--- src/itda_pkg.sv ---
// shared types and constants for the decimal ascii converter
`timescale 1ns / 1ps
`default_nettype none

package itda_pkg;

  localparam int unsigned MagW        = 32;
  localparam int unsigned NumDigits   = 10;
  localparam int unsigned DigitIdxW   = $clog2(NumDigits);
  localparam int unsigned BitsPerStep = 2;
  localparam int unsigned NumSteps    = MagW / BitsPerStep;
  localparam int unsigned StepW       = $clog2(NumSteps);

  typedef logic [NumDigits-1:0][3:0] bcd_t;
  typedef logic [MagW-1:0]           mag_t;

  localparam logic [1:0] SignNone  = 2'd0;
  localparam logic [1:0] SignMinus = 2'd1;
  localparam logic [1:0] SignPlus  = 2'd2;
  localparam logic [1:0] SignSpace = 2'd3;

  localparam logic [1:0] ModePlus  = 2'd1;
  localparam logic [1:0] ModeSpace = 2'd2;

  localparam logic       ActSigned = 1'b0;

  // ascii '0' is 6'b110000, so a digit code is the digit under a 2'b11 prefix
  localparam logic [1:0] AsciiDigitHi = 2'b11;

endpackage

`default_nettype wire

--- src/itda_dabble.sv ---
// shift-add-3 step unit: moves two magnitude bits into the bcd register
`timescale 1ns / 1ps
`default_nettype none

module itda_dabble (
  input  itda_pkg::bcd_t bcd_i,
  input  itda_pkg::mag_t mag_i,
  output itda_pkg::bcd_t bcd_o,
  output itda_pkg::mag_t mag_o
);

  itda_pkg::bcd_t                    bcd_v;
  itda_pkg::mag_t                    mag_v;
  logic [4*itda_pkg::NumDigits-1:0]  flat_v;

  always_comb begin
    bcd_v  = bcd_i;
    mag_v  = mag_i;
    flat_v = '0;
    for (int s = 0; s < itda_pkg::BitsPerStep; s++) begin
      for (int d = 0; d < itda_pkg::NumDigits; d++) begin
        if (bcd_v[d] >= 4'd5) begin
          bcd_v[d] = bcd_v[d] + 4'd3;
        end
      end
      flat_v = bcd_v;
      bcd_v  = {flat_v[4*itda_pkg::NumDigits-2:0], mag_v[itda_pkg::MagW-1]};
      mag_v  = {mag_v[itda_pkg::MagW-2:0], 1'b0};
    end
    bcd_o = bcd_v;
    mag_o = mag_v;
  end

endmodule

`default_nettype wire

--- src/integer_to_decimal_ascii_top.sv ---
// decimal ascii converter top: sequencer around the shift-add-3 step unit
// sequence: accept, conversion at 2 bits per cycle, scan for the top digit, then
// one digit word per cycle while the output is not stalled, 1 to 10 words per value
// the next value is accepted only after the last digit word of this one is issued
// reset (rst_ni low, asynchronous) returns the sequencer to idle, no word pending
`timescale 1ns / 1ps
`default_nettype none

module integer_to_decimal_ascii_top (
  input  wire         clk_i,
  input  wire         rst_ni,
  input  wire         in_valid_i,
  output logic        in_ready_o,
  input  wire  [31:0] value_i,
  input  wire         action_i,
  input  wire  [1:0]  sign_mode_i,
  output logic        out_valid_o,
  input  wire         out_ready_i,
  output logic [5:0]  digit_char_o,
  output logic        last_digit_o,
  output logic [1:0]  sign_code_o,
  output logic        was_zero_o
);

  typedef enum logic [1:0] {
    StIdle,
    StConv,
    StScan,
    StEmit
  } state_e;

  state_e                            state_q;
  itda_pkg::bcd_t                    bcd_q;
  itda_pkg::mag_t                    mag_q;
  logic [itda_pkg::StepW-1:0]        step_q;
  logic [itda_pkg::DigitIdxW-1:0]    idx_q;
  logic [1:0]                        sign_q;
  logic                              zero_q;

  itda_pkg::bcd_t                    bcd_step;
  itda_pkg::mag_t                    mag_step;
  logic [itda_pkg::DigitIdxW-1:0]    top_idx;
  logic                              in_fire;
  logic                              slot_free;
  logic [1:0]                        sign_d;
  itda_pkg::mag_t                    mag_d;

  itda_dabble u_dabble (
    .bcd_i (bcd_q),
    .mag_i (mag_q),
    .bcd_o (bcd_step),
    .mag_o (mag_step)
  );

  assign in_ready_o = (state_q == StIdle);
  assign in_fire    = in_valid_i && in_ready_o;
  assign slot_free  = !out_valid_o || out_ready_i;

  // sign and magnitude of the incoming word
  always_comb begin
    sign_d = itda_pkg::SignNone;
    mag_d  = value_i;
    if (action_i == itda_pkg::ActSigned) begin
      if (value_i[31]) begin
        sign_d = itda_pkg::SignMinus;
        mag_d  = ~value_i + 32'd1;
      end else if (sign_mode_i == itda_pkg::ModePlus) begin
        sign_d = itda_pkg::SignPlus;
      end else if (sign_mode_i == itda_pkg::ModeSpace) begin
        sign_d = itda_pkg::SignSpace;
      end
    end
  end

  // highest nonzero digit, zero value leaves index 0
  always_comb begin
    top_idx = '0;
    for (int d = 0; d < itda_pkg::NumDigits; d++) begin
      if (bcd_q[d] != 4'd0) begin
        top_idx = itda_pkg::DigitIdxW'(d);
      end
    end
  end

  always_ff @(posedge clk_i or negedge rst_ni) begin
    if (!rst_ni) begin
      state_q      <= StIdle;
      bcd_q        <= '0;
      mag_q        <= '0;
      step_q       <= '0;
      idx_q        <= '0;
      sign_q       <= itda_pkg::SignNone;
      zero_q       <= 1'b0;
      out_valid_o  <= 1'b0;
      digit_char_o <= '0;
      last_digit_o <= 1'b0;
      sign_code_o  <= itda_pkg::SignNone;
      was_zero_o   <= 1'b0;
    end else begin
      // in emit the pending word is replaced there, elsewhere it just drains
      if (out_valid_o && out_ready_i && (state_q != StEmit)) begin
        out_valid_o <= 1'b0;
      end
      case (state_q)
        StIdle: begin
          if (in_fire) begin
            mag_q   <= mag_d;
            bcd_q   <= '0;
            step_q  <= '0;
            sign_q  <= sign_d;
            zero_q  <= (value_i == 32'd0);
            state_q <= StConv;
          end
        end
        StConv: begin
          bcd_q  <= bcd_step;
          mag_q  <= mag_step;
          step_q <= step_q + itda_pkg::StepW'(1);
          if (step_q == itda_pkg::StepW'(itda_pkg::NumSteps - 1)) begin
            state_q <= StScan;
          end
        end
        StScan: begin
          idx_q   <= top_idx;
          state_q <= StEmit;
        end
        StEmit: begin
          if (slot_free) begin
            out_valid_o  <= 1'b1;
            digit_char_o <= {itda_pkg::AsciiDigitHi, bcd_q[idx_q]};
            last_digit_o <= (idx_q == '0);
            sign_code_o  <= sign_q;
            was_zero_o   <= zero_q;
            if (idx_q == '0) begin
              state_q <= StIdle;
            end else begin
              idx_q <= idx_q - itda_pkg::DigitIdxW'(1);
            end
          end
        end
        default: begin
          state_q <= StIdle;
        end
      endcase
    end
  end

endmodule

`default_nettype wire
--- config.mk ---
export PLATFORM = sky130hd
export DESIGN_NAME = integer_to_decimal_ascii_top
export DESIGN_NICKNAME = d
export VERILOG_FILES = /design/src/itda_pkg.sv /design/src/itda_dabble.sv /design/src/integer_to_decimal_ascii_top.sv
export SDC_FILE = /design/constraint.sdc
export NUM_CORES = 1
export LEC_CHECK = 0
export BUFFER_PORTS_ARGS = -buffer_cell sky130_fd_sc_hd__buf_4
export CAP_MARGIN = 20
export CORE_AREA = 2 2 116 118
export DETAILED_ROUTE_END_ITERATION = 6
export DIE_AREA = 0 0 118 120
export PLACE_DENSITY = 0.8
export SYNTH_ARGS = -nofsm -noshare
export SYNTH_HDL_FRONTEND = slang
export SYNTH_HIERARCHICAL = 1
export SYNTH_SLANG_ARGS = --single-unit
export TNS_END_PERCENT = 1
--- constraint.sdc ---
create_clock -name clk_i -period 2.73 [get_ports clk_i]
set_input_delay 0.273 -clock clk_i [delete_from_list [all_inputs] [get_ports clk_i]]
set_output_delay 0.273 -clock clk_i [all_outputs]
set_load 0.01 [all_outputs]
**After elaboration in Yosys (flattened, before gate mapping)**

Cells that the tools add are included.

- Logic and storage cells: 156
- Register bits: 95
- Output and inout port bits: 12
- Input bits: 39

- Multiplexer cells: 54
- Reduce and logical (&&, ||, !) cells: 24
- Bitwise gates (word level): 1
- Magnitude comparators: 21
- Add/sub/neg operators: 23
- Equal/unequal tests: 12

Operator list:

| kind | count |
|---|---|
| $mux 4 | 30 |
| $mux 32 | 3 |
| $ge 4x3->1 const B | 20 |
| $pmux 40 s2 | 1 |
| $add 4x2->4 const B | 18 |
| $pmux 32 s2 | 1 |
| $mux 40 | 1 |
| $reduce_bool 4->1 | 9 |
| $add 32x1->32 const B | 1 |
| $logic_not 32->1 | 1 |
| $not 32->32 | 1 |
| $bmux 4 s4 | 1 |
| $mux 2 | 8 |
| $pmux 4 s2 | 2 |
| $ne 2x2->1 const B | 5 |
| $pmux 2 s4 | 1 |
| $add 3x2->3 const B | 2 |
| $eq 2x2->1 const B | 3 |
| $mux 3 | 2 |
| $reduce_and 2->1 | 3 |
| $lt 4x5->1 const B | 1 |
| $add 4x1->4 const B | 1 |
| $eq 2x1->1 const B | 2 |
| $eq 4x4->1 const B | 1 |
| other kinds (11) | 17 |

**Logic depth before layout (Yosys ltp)**

- Depth in word-level cells: 11
- Mapped depth: 11

**Modules after synthesis**

Netlist, hierarchy kept.

Modules (own cells, without submodules):

| module | instances | cells each | area an instance (um^2) |
|---|---|---|---|
| integer_to_decimal_ascii_top | 1 | 499 | 5073.6 |
| itda_dabble | 1 | 288 | 2016.9 |

**Worst setup path before layout**

No wires, ideal clock.

- Kind: register -> register
- Start: register idx_q[0] (netlist name)
- End: register idx_q[1] (netlist name)
- Stages on the path, launching flop included: 9
- Data arrival time: 2.424 ns
- Period minus slack after synthesis: 2.543 ns
- Required time: 2.611 ns
- Setup time: 0.119 ns
- Slack: 0.187 ns
- Cells stage by stage: dfrtp_1 > clkbuf_1 > clkbuf_1 > inv_1 > ha_1 > nor3b_1 > o31ai_1 > o221ai_1 > o21a_1

- Longest elaborated chain between the ends: 4

RTL lines:

| what | RTL line | text |
|---|---|---|
| from (decl) | integer_to_decimal_ascii_top.sv:36 | `logic [itda_pkg::DigitIdxW-1:0] idx_q;` |
| from (signal assigned) | integer_to_decimal_ascii_top.sv:124 | `idx_q <= top_idx;` |
| from (signal assigned) | integer_to_decimal_ascii_top.sv:137 | `idx_q <= idx_q - itda_pkg::DigitIdxW'(1);` |
| $sub 4x1->4 | integer_to_decimal_ascii_top.sv:137 |  |
| $mux 4 | integer_to_decimal_ascii_top.sv:134 | `if (idx_q == '0) begin` |
| $mux 4 | integer_to_decimal_ascii_top.sv:128 | `if (slot_free) begin` |
| $pmux 4 s2 | integer_to_decimal_ascii_top.sv:104 | `case (state_q)` |

Several ways; a longest one is shown, not always the timed one. The select of a mux whose other input is x is not followed.
A chain may end at the register's enable or synchronous reset.

==> flow_summary_export.csv <==
group,metric,value,unit
outcome,status,"completed",
die,dieArea,14200,µm²
worst_hold_path,hold_path_class,"in2reg",
timing,fin_ws,0.479,ns
detailed_routing,post_drt_wl_per_cell,16.6,µm
timing,slew_viol_final,0,
setup_path,worst-path-stages,11,
clock_tree,path_clk_slew,0.07,ns
setup_path,crit_path_end,"bcd_q[38]$_DFFE_PN0P_",
synth,synthMuxAreaShare,0.0806,
synth,ys_ff_latch,95,
synth,synthCells,787,
setup_path,reg2reg_slack,0.48,ns
setup_path,crit_fanout,8,
synth,synthFlopType,"dfrtp_1",
synth,synth_top_family_by_area,"compound AO/OA/AOI/OAI gates",
synth,syn_area,7090,µm²
finish,nNetsFinal,869,
timing,finalClockSkew,0.00783,ns
timing,layout_min_cycle_time,2.25,ns
clock_tree,clk_latency,0.35,ns
setup_path,r2r_start,"bcd_q[32]$_DFFE_PN0P_",
synth,synth_compound_area_frac,0.235,
detailed_routing,drcViolationCount,0,
setup_path,crit_slowest_cell,"dfrtp_1",
placement,dp_hpwl,11.6,mm
setup_path,r2r_end,"bcd_q[38]$_DFFE_PN0P_",
grt,grt_pass1_wl,27.4,mm
die,start_util,0.546,
clock_tree,cts_tree,"yes",
placement,portBuffers,50,
setup_path,startpoint,"bcd_q[32]$_DFFE_PN0P_",
setup_path,worstSetupEndpointType,"flop",
die,die_h,120,µm
worst_hold_path,hp-start,"action_i",
grt,grt_max_degree,51,
setup_path,slowest_delay,0.47,ns
synth,synth-seq-area-share,0.335,
finish,drive_above_1_share,0.155,
clock_tree,cts.sinks,95,
synth,yosys-top-cells-area,"dfrtp_1, ha_1, a22o_1",
grt,grt.total_usage,0.237,
timing,grt_setup_unrepaired,"no",
placement,dpl_cell_area,7460,µm²
grt,grt_pass1_vias,5736,
grt,antenna_found_initial,0,
synth,ys_warn_count,6,
synth,synth_edf_count,0,
synth,yosys.area.top_type,"dfrtp_1",
timing,finalHoldViolCount,0,
synth,yosys-top-cells-count,"dfrtp_1, a21oi_1, nor2_1",
finish,utilization,0.599,
setup_path,crit_type,"reg2reg",
synth,ys_types,60,
flow_run,maxCapViolations,0,
finish,fin_area,7780,µm²
setup_path,crit_path_cell_trace,"inv_1 -> ha_1 -> nand2b_4 -> nor3b_1 -> a21oi_1 -> inv_1 -> ha_1 -> nand2b_1 -> a21boi_2 -> mux2i_1 -> a22o_1",
detailed_routing,drt_first_pass_iters,5,
placement,place_ws,0.500,ns
timing,tns,0,ns
power_and_ir_drop,power.density,981,nW/µm²
synth,synthArstFlopShare,1.00,
die,die_w,118,µm
clock_tree,ctsResizeCount,0,
clock_tree,cts_buffer_depth,2,
synth,syn_area_per_cell,9.01,µm²
timing,max_slew_margin,0.555,
synth,synth_fa_ha_area_frac,0.0529,
detailed_routing,ant_nets,0,
setup_path,path_buf_inv,2,
detailed_routing,drt_wl_total,16.3,mm
detailed_routing,via_count,5974,
setup_path,crit_required,2.97,ns
setup_path,reg2reg_depth,11,
timing,fin_crit_sh,0.824,
detailed_routing,drt_iter0_markers,446,
die,num_rows,42,
placement,gp_congestion,0.917,
setup_path,start_kind,"flop",
clock_tree,clockRootBuffer,"clkbuf_16",
power_and_ir_drop,leakagePower,3.30,nW
timing,max_freq,0.444,GHz
finish,insertedDiodeCount,0,
synth,synthSimpleGateAreaFrac,0.163,
timing,finalSetupViolCount,0,
synth,synth-xor-area-share,0.0605,
setup_path,arrival,2.49,ns
power_and_ir_drop,finalPower,7.63,mW
detailed_routing,vias_per_cell,6.09,
die,io_pins,51,
synth,synth_top_area_frac,0.335,
grt,gr-total-overflow,0,
clock_tree,cts_buffers,9,
die,core_area,13000,µm²
clock_tree,htreeDepth,3,
power_and_ir_drop,vdd_ir_drop_max,0.459,mV
timing,worstMarginPinSlew,0.667,ns
setup_path,path_delay_family,"compound AO/OA/AOI/OAI gates",
finish,syn2layout_area_growth,9.69,%
synth,synth.most_common_cell,"dfrtp_1",
==> worst min-delay path by stage <==
stage                             endpoint  slack, ns  depth (start not counted)
3_3_place_gp   digit_char_o[4]$_DFFE_PN0P_       0.35                          1
6_report             sign_q[0]$_DFFE_PN0P_       0.16                          2
4_1_cts              sign_q[0]$_DFFE_PN0P_       0.14                          2
3_5_place_dp   digit_char_o[4]$_DFFE_PN0P_       0.35                          1
2_1_floorplan         bcd_q[0]$_DFFE_PN0P_      -0.02                          0
5_1_grt              sign_q[0]$_DFFE_PN0P_       0.15                          2
==> area by class of cell <==
class	count	area, µm²
clock inverters	5	66.3
repair buffers	67	518
multi-input cells	590	4210
well taps	176	220
fillers	1109	5200
inverters	37	139
clock buffers	11	243
flip-flops and latches	95	2380
==> cell usage in the layout, fill, tap and decap left out, drive strengths merged, types with 17 or more instances in the layout <==
cell and count:
mux2i 20, mux2 17, dfrtp 95, nand2b 29, nor2 44, nand2 43
ha 30, o22ai 25, inv 38, xor2 17, xnor2 32, buf 66
a21oi 73, a22o 42, o21ai 56, nor3b 17
==> registers in the layout (all words and copies together), names as in the netlist, 2 cells and up <==
name,count
idx_q,4
mag_q,32
bcd_q,40
sign_code_o,2
step_q,4
digit_char_o,5
state_q,2
sign_q,2
==> routing by layer <==
metal,vias up,part of all wire,GRT usage
met5,-,0,0
met1,2913,0.45,0.307
met2,164,0.49,0.404
met4,0,0.018,0.0813
met3,27,0.047,0.0366
li1,2870,-,-
==> per-stage QoR <==
step | instances | hold slack [ns]
4_1_cts | 981 | 0.144
5_1_grt | 981 | 0.154
2_1_floorplan | 788 | -0.0226
3_5_place_dp | 964 | 0.352
3_3_place_gp | 964 | 0.346
6_report | 981 | 0.157
==> kinds of logic (layout without fill, tap and decap cells) <==
| family | Yosys count | in the layout |
|---|---|---|
| AO/OA/AOI/OAI | 251 | 251 |
| AND/OR/NAND/NOR | 213 | 213 |
| buffers and inverters | 103 | 120 |
| flip-flops | 95 | 95 |
| XOR/XNOR | 49 | 49 |
| multiplexers | 45 | 45 |
| adder cells (fa/ha/maj) | 30 | 30 |
| other | 1 | 2 |
==> report_power, final <==
| part | leakage (nW) | internal (mW) | switching (mW) | total [mW] |
|---|---|---|---|---|
| registers | 1.22 | 1.88 | 0.444 | 2.32 |
| logic | 1.93 | 1.68 | 2.30 | 3.99 |
| clock network | 0.148 | 0.745 | 0.572 | 1.32 |
| total | 3.30 | 4.31 | 3.32 | 7.63 |
==> worst reg2reg max path, delay by kind of cell, from the launching register on <==
kind | cells | cell delay, ns
AND/OR/NAND/NOR | 3 | 0.37
AO/OA/AOI/OAI | 3 | 0.57
multiplexers | 1 | 0.09
flip-flops | 1 | 0.47
buffers and inverters | 2 | 0.22
adder cells (fa/ha/maj) | 2 | 0.41
==> repair_timing <==
action                    CTS  global route
hold buffers                1             0
buffers inserted            0             0
hold endpoints to repair   49             0
Note: power is estimated with default switching activity, not from simulation.
